### config.mk
export PLATFORM = sky130hd
export DESIGN_NAME = byte_stream_tokenizer
export DESIGN_NICKNAME = d
export VERILOG_FILES = /design/src/hdl/bst_pkg.sv /design/src/hdl/byte_stream_tokenizer.sv
export SDC_FILE = /design/constraint.sdc
export NUM_CORES = 1
export LEC_CHECK = 0
export BUFFER_PORTS_ARGS = -buffer_cell sky130_fd_sc_hd__buf_2
export CAP_MARGIN = 15
export CORE_MARGIN = 4
export CORE_UTILIZATION = 35
export CTS_BUF_LIST = sky130_fd_sc_hd__clkbuf_4
export DETAILED_ROUTE_END_ITERATION = 12
export GPL_TIMING_DRIVEN = 0
export HOLD_SLACK_MARGIN = 0.15
export SETUP_SLACK_MARGIN = 0.02
export SYNTH_ARGS = -nofsm -noshare
export SYNTH_HDL_FRONTEND = slang
export SYNTH_SLANG_ARGS = --single-unit
### constraint.sdc
create_clock -name clk -period 4.94 [get_ports clk]
set_input_delay 0.988 -clock clk [delete_from_list [all_inputs] [get_ports clk]]
set_output_delay 0.988 -clock clk [all_outputs]
set_load 0.01 [all_outputs]
### src/hdl/bst_pkg.sv
// ============================================================================
// bst_pkg
// Types, constants and character class helpers for the byte stream tokenizer.
// ============================================================================
package bst_pkg;

    localparam int MAX_INPUT_BYTES = 65536;
    localparam int POS_W           = $clog2(MAX_INPUT_BYTES + 1);
    localparam int FIELD_W         = 17;

    localparam logic [POS_W-1:0] MAX_POS = POS_W'(MAX_INPUT_BYTES);

    localparam logic [2:0] MODE_IDLE  = 3'd0;
    localparam logic [2:0] MODE_IDENT = 3'd1;
    localparam logic [2:0] MODE_INT   = 3'd2;
    localparam logic [2:0] MODE_STR   = 3'd3;
    localparam logic [2:0] MODE_ERR   = 3'd4;

    localparam logic [4:0] K_PUNCT0 = 5'd7;
    localparam logic [4:0] K_IDENT  = 5'd5;
    localparam logic [4:0] K_INT    = 5'd6;
    localparam logic [4:0] K_STRING = 5'd19;
    localparam logic [4:0] K_EOF    = 5'd20;
    localparam logic [4:0] K_ERROR  = 5'd21;

    localparam logic [1:0] ERR_NONE    = 2'd0;
    localparam logic [1:0] ERR_UNKNOWN = 2'd1;
    localparam logic [1:0] ERR_UNTERM  = 2'd2;
    localparam logic [1:0] ERR_LONG    = 2'd3;

    localparam int NUM_KW    = 5;
    localparam int NUM_PUNCT = 12;

    localparam logic [7:0] KW_TEXT [NUM_KW][8] = '{
        '{"f", "n", 8'h00, 8'h00, 8'h00, 8'h00, 8'h00, 8'h00},
        '{"l", "e", "t", 8'h00, 8'h00, 8'h00, 8'h00, 8'h00},
        '{"m", "u", "t", 8'h00, 8'h00, 8'h00, 8'h00, 8'h00},
        '{"m", "a", "i", "n", 8'h00, 8'h00, 8'h00, 8'h00},
        '{"p", "r", "i", "n", "t", "l", "n", 8'h00}
    };
    localparam logic [2:0] KW_LEN [NUM_KW] = '{3'd2, 3'd3, 3'd3, 3'd4, 3'd7};

    localparam logic [7:0] PUNCT_TEXT [NUM_PUNCT] = '{
        "+", "-", "*", "/", "=", "(", ")", "{", "}", ";", "!", ","
    };

    typedef struct packed {
        logic [4:0]         kind;
        logic [FIELD_W-1:0] start;
        logic [FIELD_W-1:0] length;
        logic [1:0]         err;
        logic               last;
    } token_t;

    function automatic logic is_letter(input logic [7:0] b);
        return (b >= "a" && b <= "z") || (b >= "A" && b <= "Z");
    endfunction

    function automatic logic is_numeral(input logic [7:0] b);
        return b >= "0" && b <= "9";
    endfunction

    function automatic logic is_space(input logic [7:0] b);
        return b == " " || (b >= 8'd9 && b <= 8'd13);
    endfunction

endpackage

### src/hdl/byte_stream_tokenizer.sv
// ============================================================================
// byte_stream_tokenizer
// Streaming lexer: one source byte per transaction in, tokens out as kind,
// start offset and length.
// ============================================================================
// Accepts one byte or end-of-input transaction per cycle. Each transaction is
// captured in an input register and scanned from there, which pushes zero,
// one or two tokens into a four-entry output queue; the tokens show at the
// output as soon as they are in the queue. A captured transaction waits in the
// input register while the queue holds more than two tokens; in_ready drops
// only then, so a sustained rate of one transaction per cycle holds
// as long as the consumer takes one token per cycle. On any error a single
// error token is produced and further bytes are dropped until end of input;
// the consumer discards the tokens of that stream.
module byte_stream_tokenizer (
    input  logic                   clk,
    input  logic                   rst_n,
    input  logic                   in_valid,
    output logic                   in_ready,
    input  logic [7:0]             byte_value,
    input  logic                   end_of_input,
    output logic                   out_valid,
    input  logic                   out_ready,
    output logic [4:0]             token_kind,
    output logic [bst_pkg::FIELD_W-1:0] token_start,
    output logic [bst_pkg::FIELD_W-1:0] token_length,
    output logic [1:0]             error_code,
    output logic                   last_of_item
);
    import bst_pkg::*;

    // input register
    logic             in_vld_reg;
    logic [7:0]       byte_reg;
    logic             eoi_reg;

    // scanner state
    logic [2:0]       mode_reg,  mode_next;
    logic [POS_W-1:0] pos_reg,   pos_next;
    logic [POS_W-1:0] cstart_reg, cstart_next;
    logic [POS_W-1:0] clen_reg,  clen_next;
    logic [NUM_KW-1:0] kwc_reg,  kwc_next;

    // output queue
    token_t           q_mem [4];
    logic [1:0]       rd_ptr_reg, wr_ptr_reg;
    logic [2:0]       count_reg;

    logic             process;
    logic             pop;
    token_t           word_tok, main_tok, tok0, tok1;
    logic             word_emit, main_emit;
    logic [1:0]       push_n;

    assign process  = in_vld_reg && (count_reg <= 3'd2);
    assign in_ready = !in_vld_reg || process;
    assign pop      = out_valid && out_ready;

    always_ff @(posedge clk or negedge rst_n)
    begin
        if (!rst_n)
        begin
            in_vld_reg <= 1'b0;
        end
        else if (in_ready)
        begin
            in_vld_reg <= in_valid;
        end
    end

    always_ff @(posedge clk)
    begin
        if (in_ready && in_valid)
        begin
            byte_reg <= byte_value;
            eoi_reg  <= end_of_input;
        end
    end

    // narrowed candidate set for byte b at identifier offset len
    function automatic logic [NUM_KW-1:0] narrow(input logic [NUM_KW-1:0] cand,
                                                 input logic [POS_W-1:0] len,
                                                 input logic [7:0] b);
        logic [NUM_KW-1:0] res;
        res = cand;
        for (int k = 0; k < NUM_KW; k++)
        begin
            if (len >= POS_W'(KW_LEN[k]) || KW_TEXT[k][len[2:0]] != b)
            begin
                res[k] = 1'b0;
            end
        end
        return res;
    endfunction

    function automatic token_t make_tok(input logic [4:0] kind,
                                        input logic [POS_W-1:0] start,
                                        input logic [POS_W-1:0] len,
                                        input logic [1:0] err);
        token_t t;
        t.kind   = kind;
        t.start  = FIELD_W'(start);
        t.length = FIELD_W'(len);
        t.err    = err;
        t.last   = 1'b0;
        return t;
    endfunction

    always_comb
    begin
        logic [4:0] wkind;
        logic       is_punct;
        logic [4:0] pkind;
        logic       idle_scan;

        mode_next   = mode_reg;
        pos_next    = pos_reg;
        cstart_next = cstart_reg;
        clen_next   = clen_reg;
        kwc_next    = kwc_reg;
        word_emit   = 1'b0;
        main_emit   = 1'b0;
        idle_scan   = 1'b0;

        wkind = K_INT;
        if (mode_reg == MODE_IDENT)
        begin
            wkind = K_IDENT;
            for (int k = 0; k < NUM_KW; k++)
            begin
                if (kwc_reg[k] && clen_reg == POS_W'(KW_LEN[k]))
                begin
                    wkind = 5'(k);
                end
            end
        end
        word_tok = make_tok(wkind, cstart_reg, clen_reg, ERR_NONE);
        main_tok = make_tok(K_EOF, pos_reg, '0, ERR_NONE);

        is_punct = 1'b0;
        pkind    = K_PUNCT0;
        for (int i = 0; i < NUM_PUNCT; i++)
        begin
            if (PUNCT_TEXT[i] == byte_reg)
            begin
                is_punct = 1'b1;
                pkind    = K_PUNCT0 + 5'(i);
            end
        end

        if (eoi_reg)
        begin
            if (mode_reg == MODE_STR)
            begin
                main_emit = 1'b1;
                main_tok  = make_tok(K_ERROR, cstart_reg - 1'b1, '0, ERR_UNTERM);
            end
            else if (mode_reg != MODE_ERR)
            begin
                word_emit = (mode_reg == MODE_IDENT) || (mode_reg == MODE_INT);
                main_emit = 1'b1;
            end
            mode_next   = MODE_IDLE;
            pos_next    = '0;
            cstart_next = '0;
            clen_next   = '0;
            kwc_next    = '0;
        end
        else if (mode_reg != MODE_ERR)
        begin
            if (pos_reg == MAX_POS)
            begin
                main_emit = 1'b1;
                main_tok  = make_tok(K_ERROR, MAX_POS, '0, ERR_LONG);
                mode_next = MODE_ERR;
            end
            else
            begin
                pos_next = pos_reg + 1'b1;
                if (mode_reg == MODE_STR)
                begin
                    if (byte_reg == "\"")
                    begin
                        main_emit = 1'b1;
                        main_tok  = make_tok(K_STRING, cstart_reg, clen_reg, ERR_NONE);
                        mode_next = MODE_IDLE;
                    end
                    else
                    begin
                        clen_next = clen_reg + 1'b1;
                    end
                end
                else if (mode_reg == MODE_IDENT &&
                         (is_letter(byte_reg) || is_numeral(byte_reg) || byte_reg == "_"))
                begin
                    kwc_next  = narrow(kwc_reg, clen_reg, byte_reg);
                    clen_next = clen_reg + 1'b1;
                end
                else if (mode_reg == MODE_INT && is_numeral(byte_reg))
                begin
                    clen_next = clen_reg + 1'b1;
                end
                else
                begin
                    word_emit = (mode_reg == MODE_IDENT) || (mode_reg == MODE_INT);
                    mode_next = MODE_IDLE;
                    idle_scan = 1'b1;
                end
            end
        end

        if (idle_scan)
        begin
            priority if (is_space(byte_reg))
            begin
            end
            else if (is_letter(byte_reg))
            begin
                mode_next   = MODE_IDENT;
                cstart_next = pos_reg;
                kwc_next    = narrow('1, '0, byte_reg);
                clen_next   = POS_W'(1);
            end
            else if (is_numeral(byte_reg))
            begin
                mode_next   = MODE_INT;
                cstart_next = pos_reg;
                clen_next   = POS_W'(1);
            end
            else if (byte_reg == "\"")
            begin
                mode_next   = MODE_STR;
                cstart_next = pos_reg + 1'b1;
                clen_next   = '0;
            end
            else if (is_punct)
            begin
                main_emit = 1'b1;
                main_tok  = make_tok(pkind, pos_reg, POS_W'(1), ERR_NONE);
            end
            else
            begin
                main_emit = 1'b1;
                main_tok  = make_tok(K_ERROR, pos_reg, '0, ERR_UNKNOWN);
                mode_next = MODE_ERR;
            end
        end

        tok0   = word_emit ? word_tok : main_tok;
        tok1   = main_tok;
        push_n = 2'(word_emit) + 2'(main_emit);
        if (push_n == 2'd2)
        begin
            tok1.last = 1'b1;
        end
        else
        begin
            tok0.last = 1'b1;
        end
    end

    always_ff @(posedge clk or negedge rst_n)
    begin
        if (!rst_n)
        begin
            mode_reg   <= MODE_IDLE;
            pos_reg    <= '0;
            cstart_reg <= '0;
            clen_reg   <= '0;
            kwc_reg    <= '0;
        end
        else if (process)
        begin
            mode_reg   <= mode_next;
            pos_reg    <= pos_next;
            cstart_reg <= cstart_next;
            clen_reg   <= clen_next;
            kwc_reg    <= kwc_next;
        end
    end

    always_ff @(posedge clk)
    begin
        if (process && push_n != 2'd0)
        begin
            q_mem[wr_ptr_reg] <= tok0;
        end
        if (process && push_n == 2'd2)
        begin
            q_mem[wr_ptr_reg + 2'd1] <= tok1;
        end
    end

    always_ff @(posedge clk or negedge rst_n)
    begin
        if (!rst_n)
        begin
            rd_ptr_reg <= '0;
            wr_ptr_reg <= '0;
            count_reg  <= '0;
        end
        else
        begin
            if (process)
            begin
                wr_ptr_reg <= wr_ptr_reg + push_n;
            end
            if (pop)
            begin
                rd_ptr_reg <= rd_ptr_reg + 2'd1;
            end
            count_reg <= count_reg + (process ? 3'(push_n) : 3'd0) - 3'(pop);
        end
    end

    assign out_valid    = count_reg != 3'd0;
    assign token_kind   = q_mem[rd_ptr_reg].kind;
    assign token_start  = q_mem[rd_ptr_reg].start;
    assign token_length = q_mem[rd_ptr_reg].length;
    assign error_code   = q_mem[rd_ptr_reg].err;
    assign last_of_item = q_mem[rd_ptr_reg].last;

endmodule

==> impl_metrics.tcl <==
set metrics [dict create \
    htreeDepth 3 \
    ys.flop_type "edfxtp_1" \
    path_class "flip-flop to flip-flop" \
    drt_iter0_drc 1126 \
    dieHeight_um 209.0 \
    cts_tree "built" \
    die_width_um 209.0 \
    hp-class "input pin to flip-flop" \
    ant_nets 0 \
    required_ns 5.34 \
    grt_overflow 0 \
    synth_area_leaders "edfxtp_1, dfrtp_1, mux4_2, mux2_2, mux2_4" \
    synth_edf_count 177 \
    grt_pass1_vias 10687 \
    vias 10693 \
    power_leakage_nw 5.983 \
    max_freq_ghz 0.2159 \
    ios 57 \
    rows 73 \
    dp_hpwl_um 29020 \
    yosys.area.top_type "edfxtp_1" \
    outcome "completed" \
    cp-start-kind "flip-flop" \
    synth_area_um2 14140 \
    n_fill_cell 3874 \
    numPortBuffers 56 \
    layout.nets 1362 \
    finalSetupViolCount 0 \
    slew_headroom_pct 27.69 \
    final_util_pct 40.61 \
    powerDensity_nw_per_um2 632.9 \
    post-cts-setup-buffers 0 \
    drt-total-wl_um 40750 \
    synthTopCellsByCount "edfxtp_1, clkbuf_1, nor2_1, dfrtp_1, nand2_1" \
    hold_ws_ns 0.4197 \
    initial_utilization_pct 35.52 \
    finalHoldViolCount 0 \
    antenna_found_initial 1 \
    cp_data_arrival_time_ns 5.03 \
    ys_ff_latch 244 \
    synth_cell_types 92 \
    post-route-period-util_pct 93.76 \
    dr.pass1.iters 6 \
    track_usage_pct 18.47 \
    rsz0062_at_grt "false" \
    largest-register "q_mem" \
    fin_skew_ns 0.05474 \
    cts_root_buf "clkbuf_4" \
    synthCells 1193 \
    drcViolationCount 0 \
    grt_pass1_wl_um 63380 \
    via_per_inst 5.607 \
    area.growth.synth_to_final_pct 14.34 \
    wl_per_cell_um 21.37 \
    gp_congestion 0.9196 \
    synth_async_sr_flop_share_pct 27.46 \
    syn_nets 1226 \
    dieArea_um2 43690 \
    largest_reg_flops 168 \
    tightest_slew_ns 1.085 \
    synth.top_cell.area_share_pct 37.58 \
    max-vdd-ir-drop_v 0.0002952 \
    ys_seq_area_share_pct 49.43 \
    r2r_slack_ns 0.31 \
    layout-drive-gt1-share_pct 27.03 \
    crit_path_end_kind "flip-flop" \
    fin_crit_ns 4.632 \
    synth.most_common_cell "edfxtp_1" \
    final_max_slew_viol_count 0 \
    worstPathMaxFanout 22 \
    maxCapViolations 0 \
    syn_avg_cell_area_um2 11.86 \
    cts.sinks 244 \
    cts_made_buffers 70 \
    clkTransAtPathRegs_ns 0.06 \
    grt_max_degree 38 \
    yosysWarnings 0 \
    core_um2 39820 \
    clkLatencyLatePin_ns 0.75 \
    clock_path_buffers 3 \
]
## logic make-up (layout without fill, tap and decap cells)
logic type	after synthesis	in the layout	share of synthesized area, %
XOR/XNOR	29	29	1.796
other	0	2	0
AO/OA/AOI/OAI	272	272	14.13
flip-flops	244	244	49.43
AND/OR/NAND/NOR	381	382	15.30
multiplexers	120	120	13.47
adder cells (fa/ha/maj)	20	20	1.822
buffers and inverters	127	313	4.043
## power by group
group	leakage, nW	switching (mW)	total (mW)	internal (mW)
sequential	2.51	0.237	3.13	2.89
combinational	2.92	3.15	5.15	2.00
clock	0.553	0.868	1.96	1.09
## final timing paths
| path | endpoint | depth (start not counted) | from |
|---|---|---|---|
| min in group asynchronous | clen_reg[1]$_DFFE_PN0P_ | 2 | rst_n |
| max in group asynchronous | cstart_reg[10]$_DFFE_PN0P_ | 3 | rst_n |
| worst min-delay path | byte_reg[7]$_DFFE_PP_ | 1 | byte_value[7] |
| worst min register to register | count_reg[2]$_DFF_PN0_ | 1 | count_reg[2]$_DFF_PN0_ |
| worst max register to register | q_mem[1][29]$_DFFE_PP_ | 14 | byte_reg[5]$_DFFE_PP_ |
| worst max-delay path | q_mem[1][29]$_DFFE_PP_ | 14 | byte_reg[5]$_DFFE_PP_ |
## placed cells by master (no fill, tap or decap), types with 43 or more instances in the layout
| cell type | n |
|---|---|
| clkbuf_4 | 107 |
| nor2_1 | 65 |
| o21ai_0 | 51 |
| edfxtp_1 | 177 |
| mux2_2 | 53 |
| nand2_1 | 66 |
| clkbuf_1 | 69 |
| buf_2 | 72 |
| mux4_2 | 43 |
| dfrtp_1 | 67 |
## critical path: stages (launching register included)
cell and delay [ns]:
edfxtp_1 0.50, nor3b_2 0.22, buf_2 0.19, nand3_1 0.20
inv_1 0.18, or3_1 0.47, nor4_2 0.57, or2_2 0.24
ha_1 0.18, clkbuf_1 0.34, nor2_1 0.08, a21oi_1 0.17
nand2_1 0.17, nor2_4 0.50, buf_12 0.25
## layout make-up
cell class                      instances  area [um^2]  area share [%]
Clock inverter                         16        125.1          0.7737
Timing Repair Buffer                   63        407.9           2.522
Tap cell                              525        656.9           4.062
Buffer                                106        485.5           3.002
Multi-Input combinational cell        823         6610           40.87
Antenna cell                            2        5.005         0.03095
Sequential cell                       244         6992           43.23
Clock buffer                          107        803.3           4.967
Inverter                               21        86.33          0.5338
## timing repair
item                                    CTS  global route
endpoints found under the hold margin     8             0
gates resized for setup                   0             0
hold buffers                              1             0
endpoints found under the setup margin    0            22
## through the flow
stage / TNS [ns] / power, mW / cell area (um^2) / cells / setup slack (ns)
6_report: 0 / 10.23 / 16170 / 1907 / 0.3085
5_1_grt: 0 / 10.87 / 16170 / 1906 / 0.06940
2_1_floorplan: 0 / 6.616 / 14150 / 1193 / 0.05550
3_5_place_dp: 0 / 8.312 / 15220 / 1780 / 0.3448
4_1_cts: 0 / 10.31 / 16160 / 1904 / 0.3012
3_3_place_gp: -213.06 / 8.189 / 15080 / 1774 / -1.991
## per-layer routing
metal / share of wire [%] / GRT usage (%) / wire length [um]
met2: 46 / 28.84 / 18700
met4: 2.8 / 6.773 / 1137
met3: 6.6 / 3.513 / 2694
met1: 45 / 25.77 / 18210
met5: 0 / 0 / 0
Power figures use the tool's default switching activity.
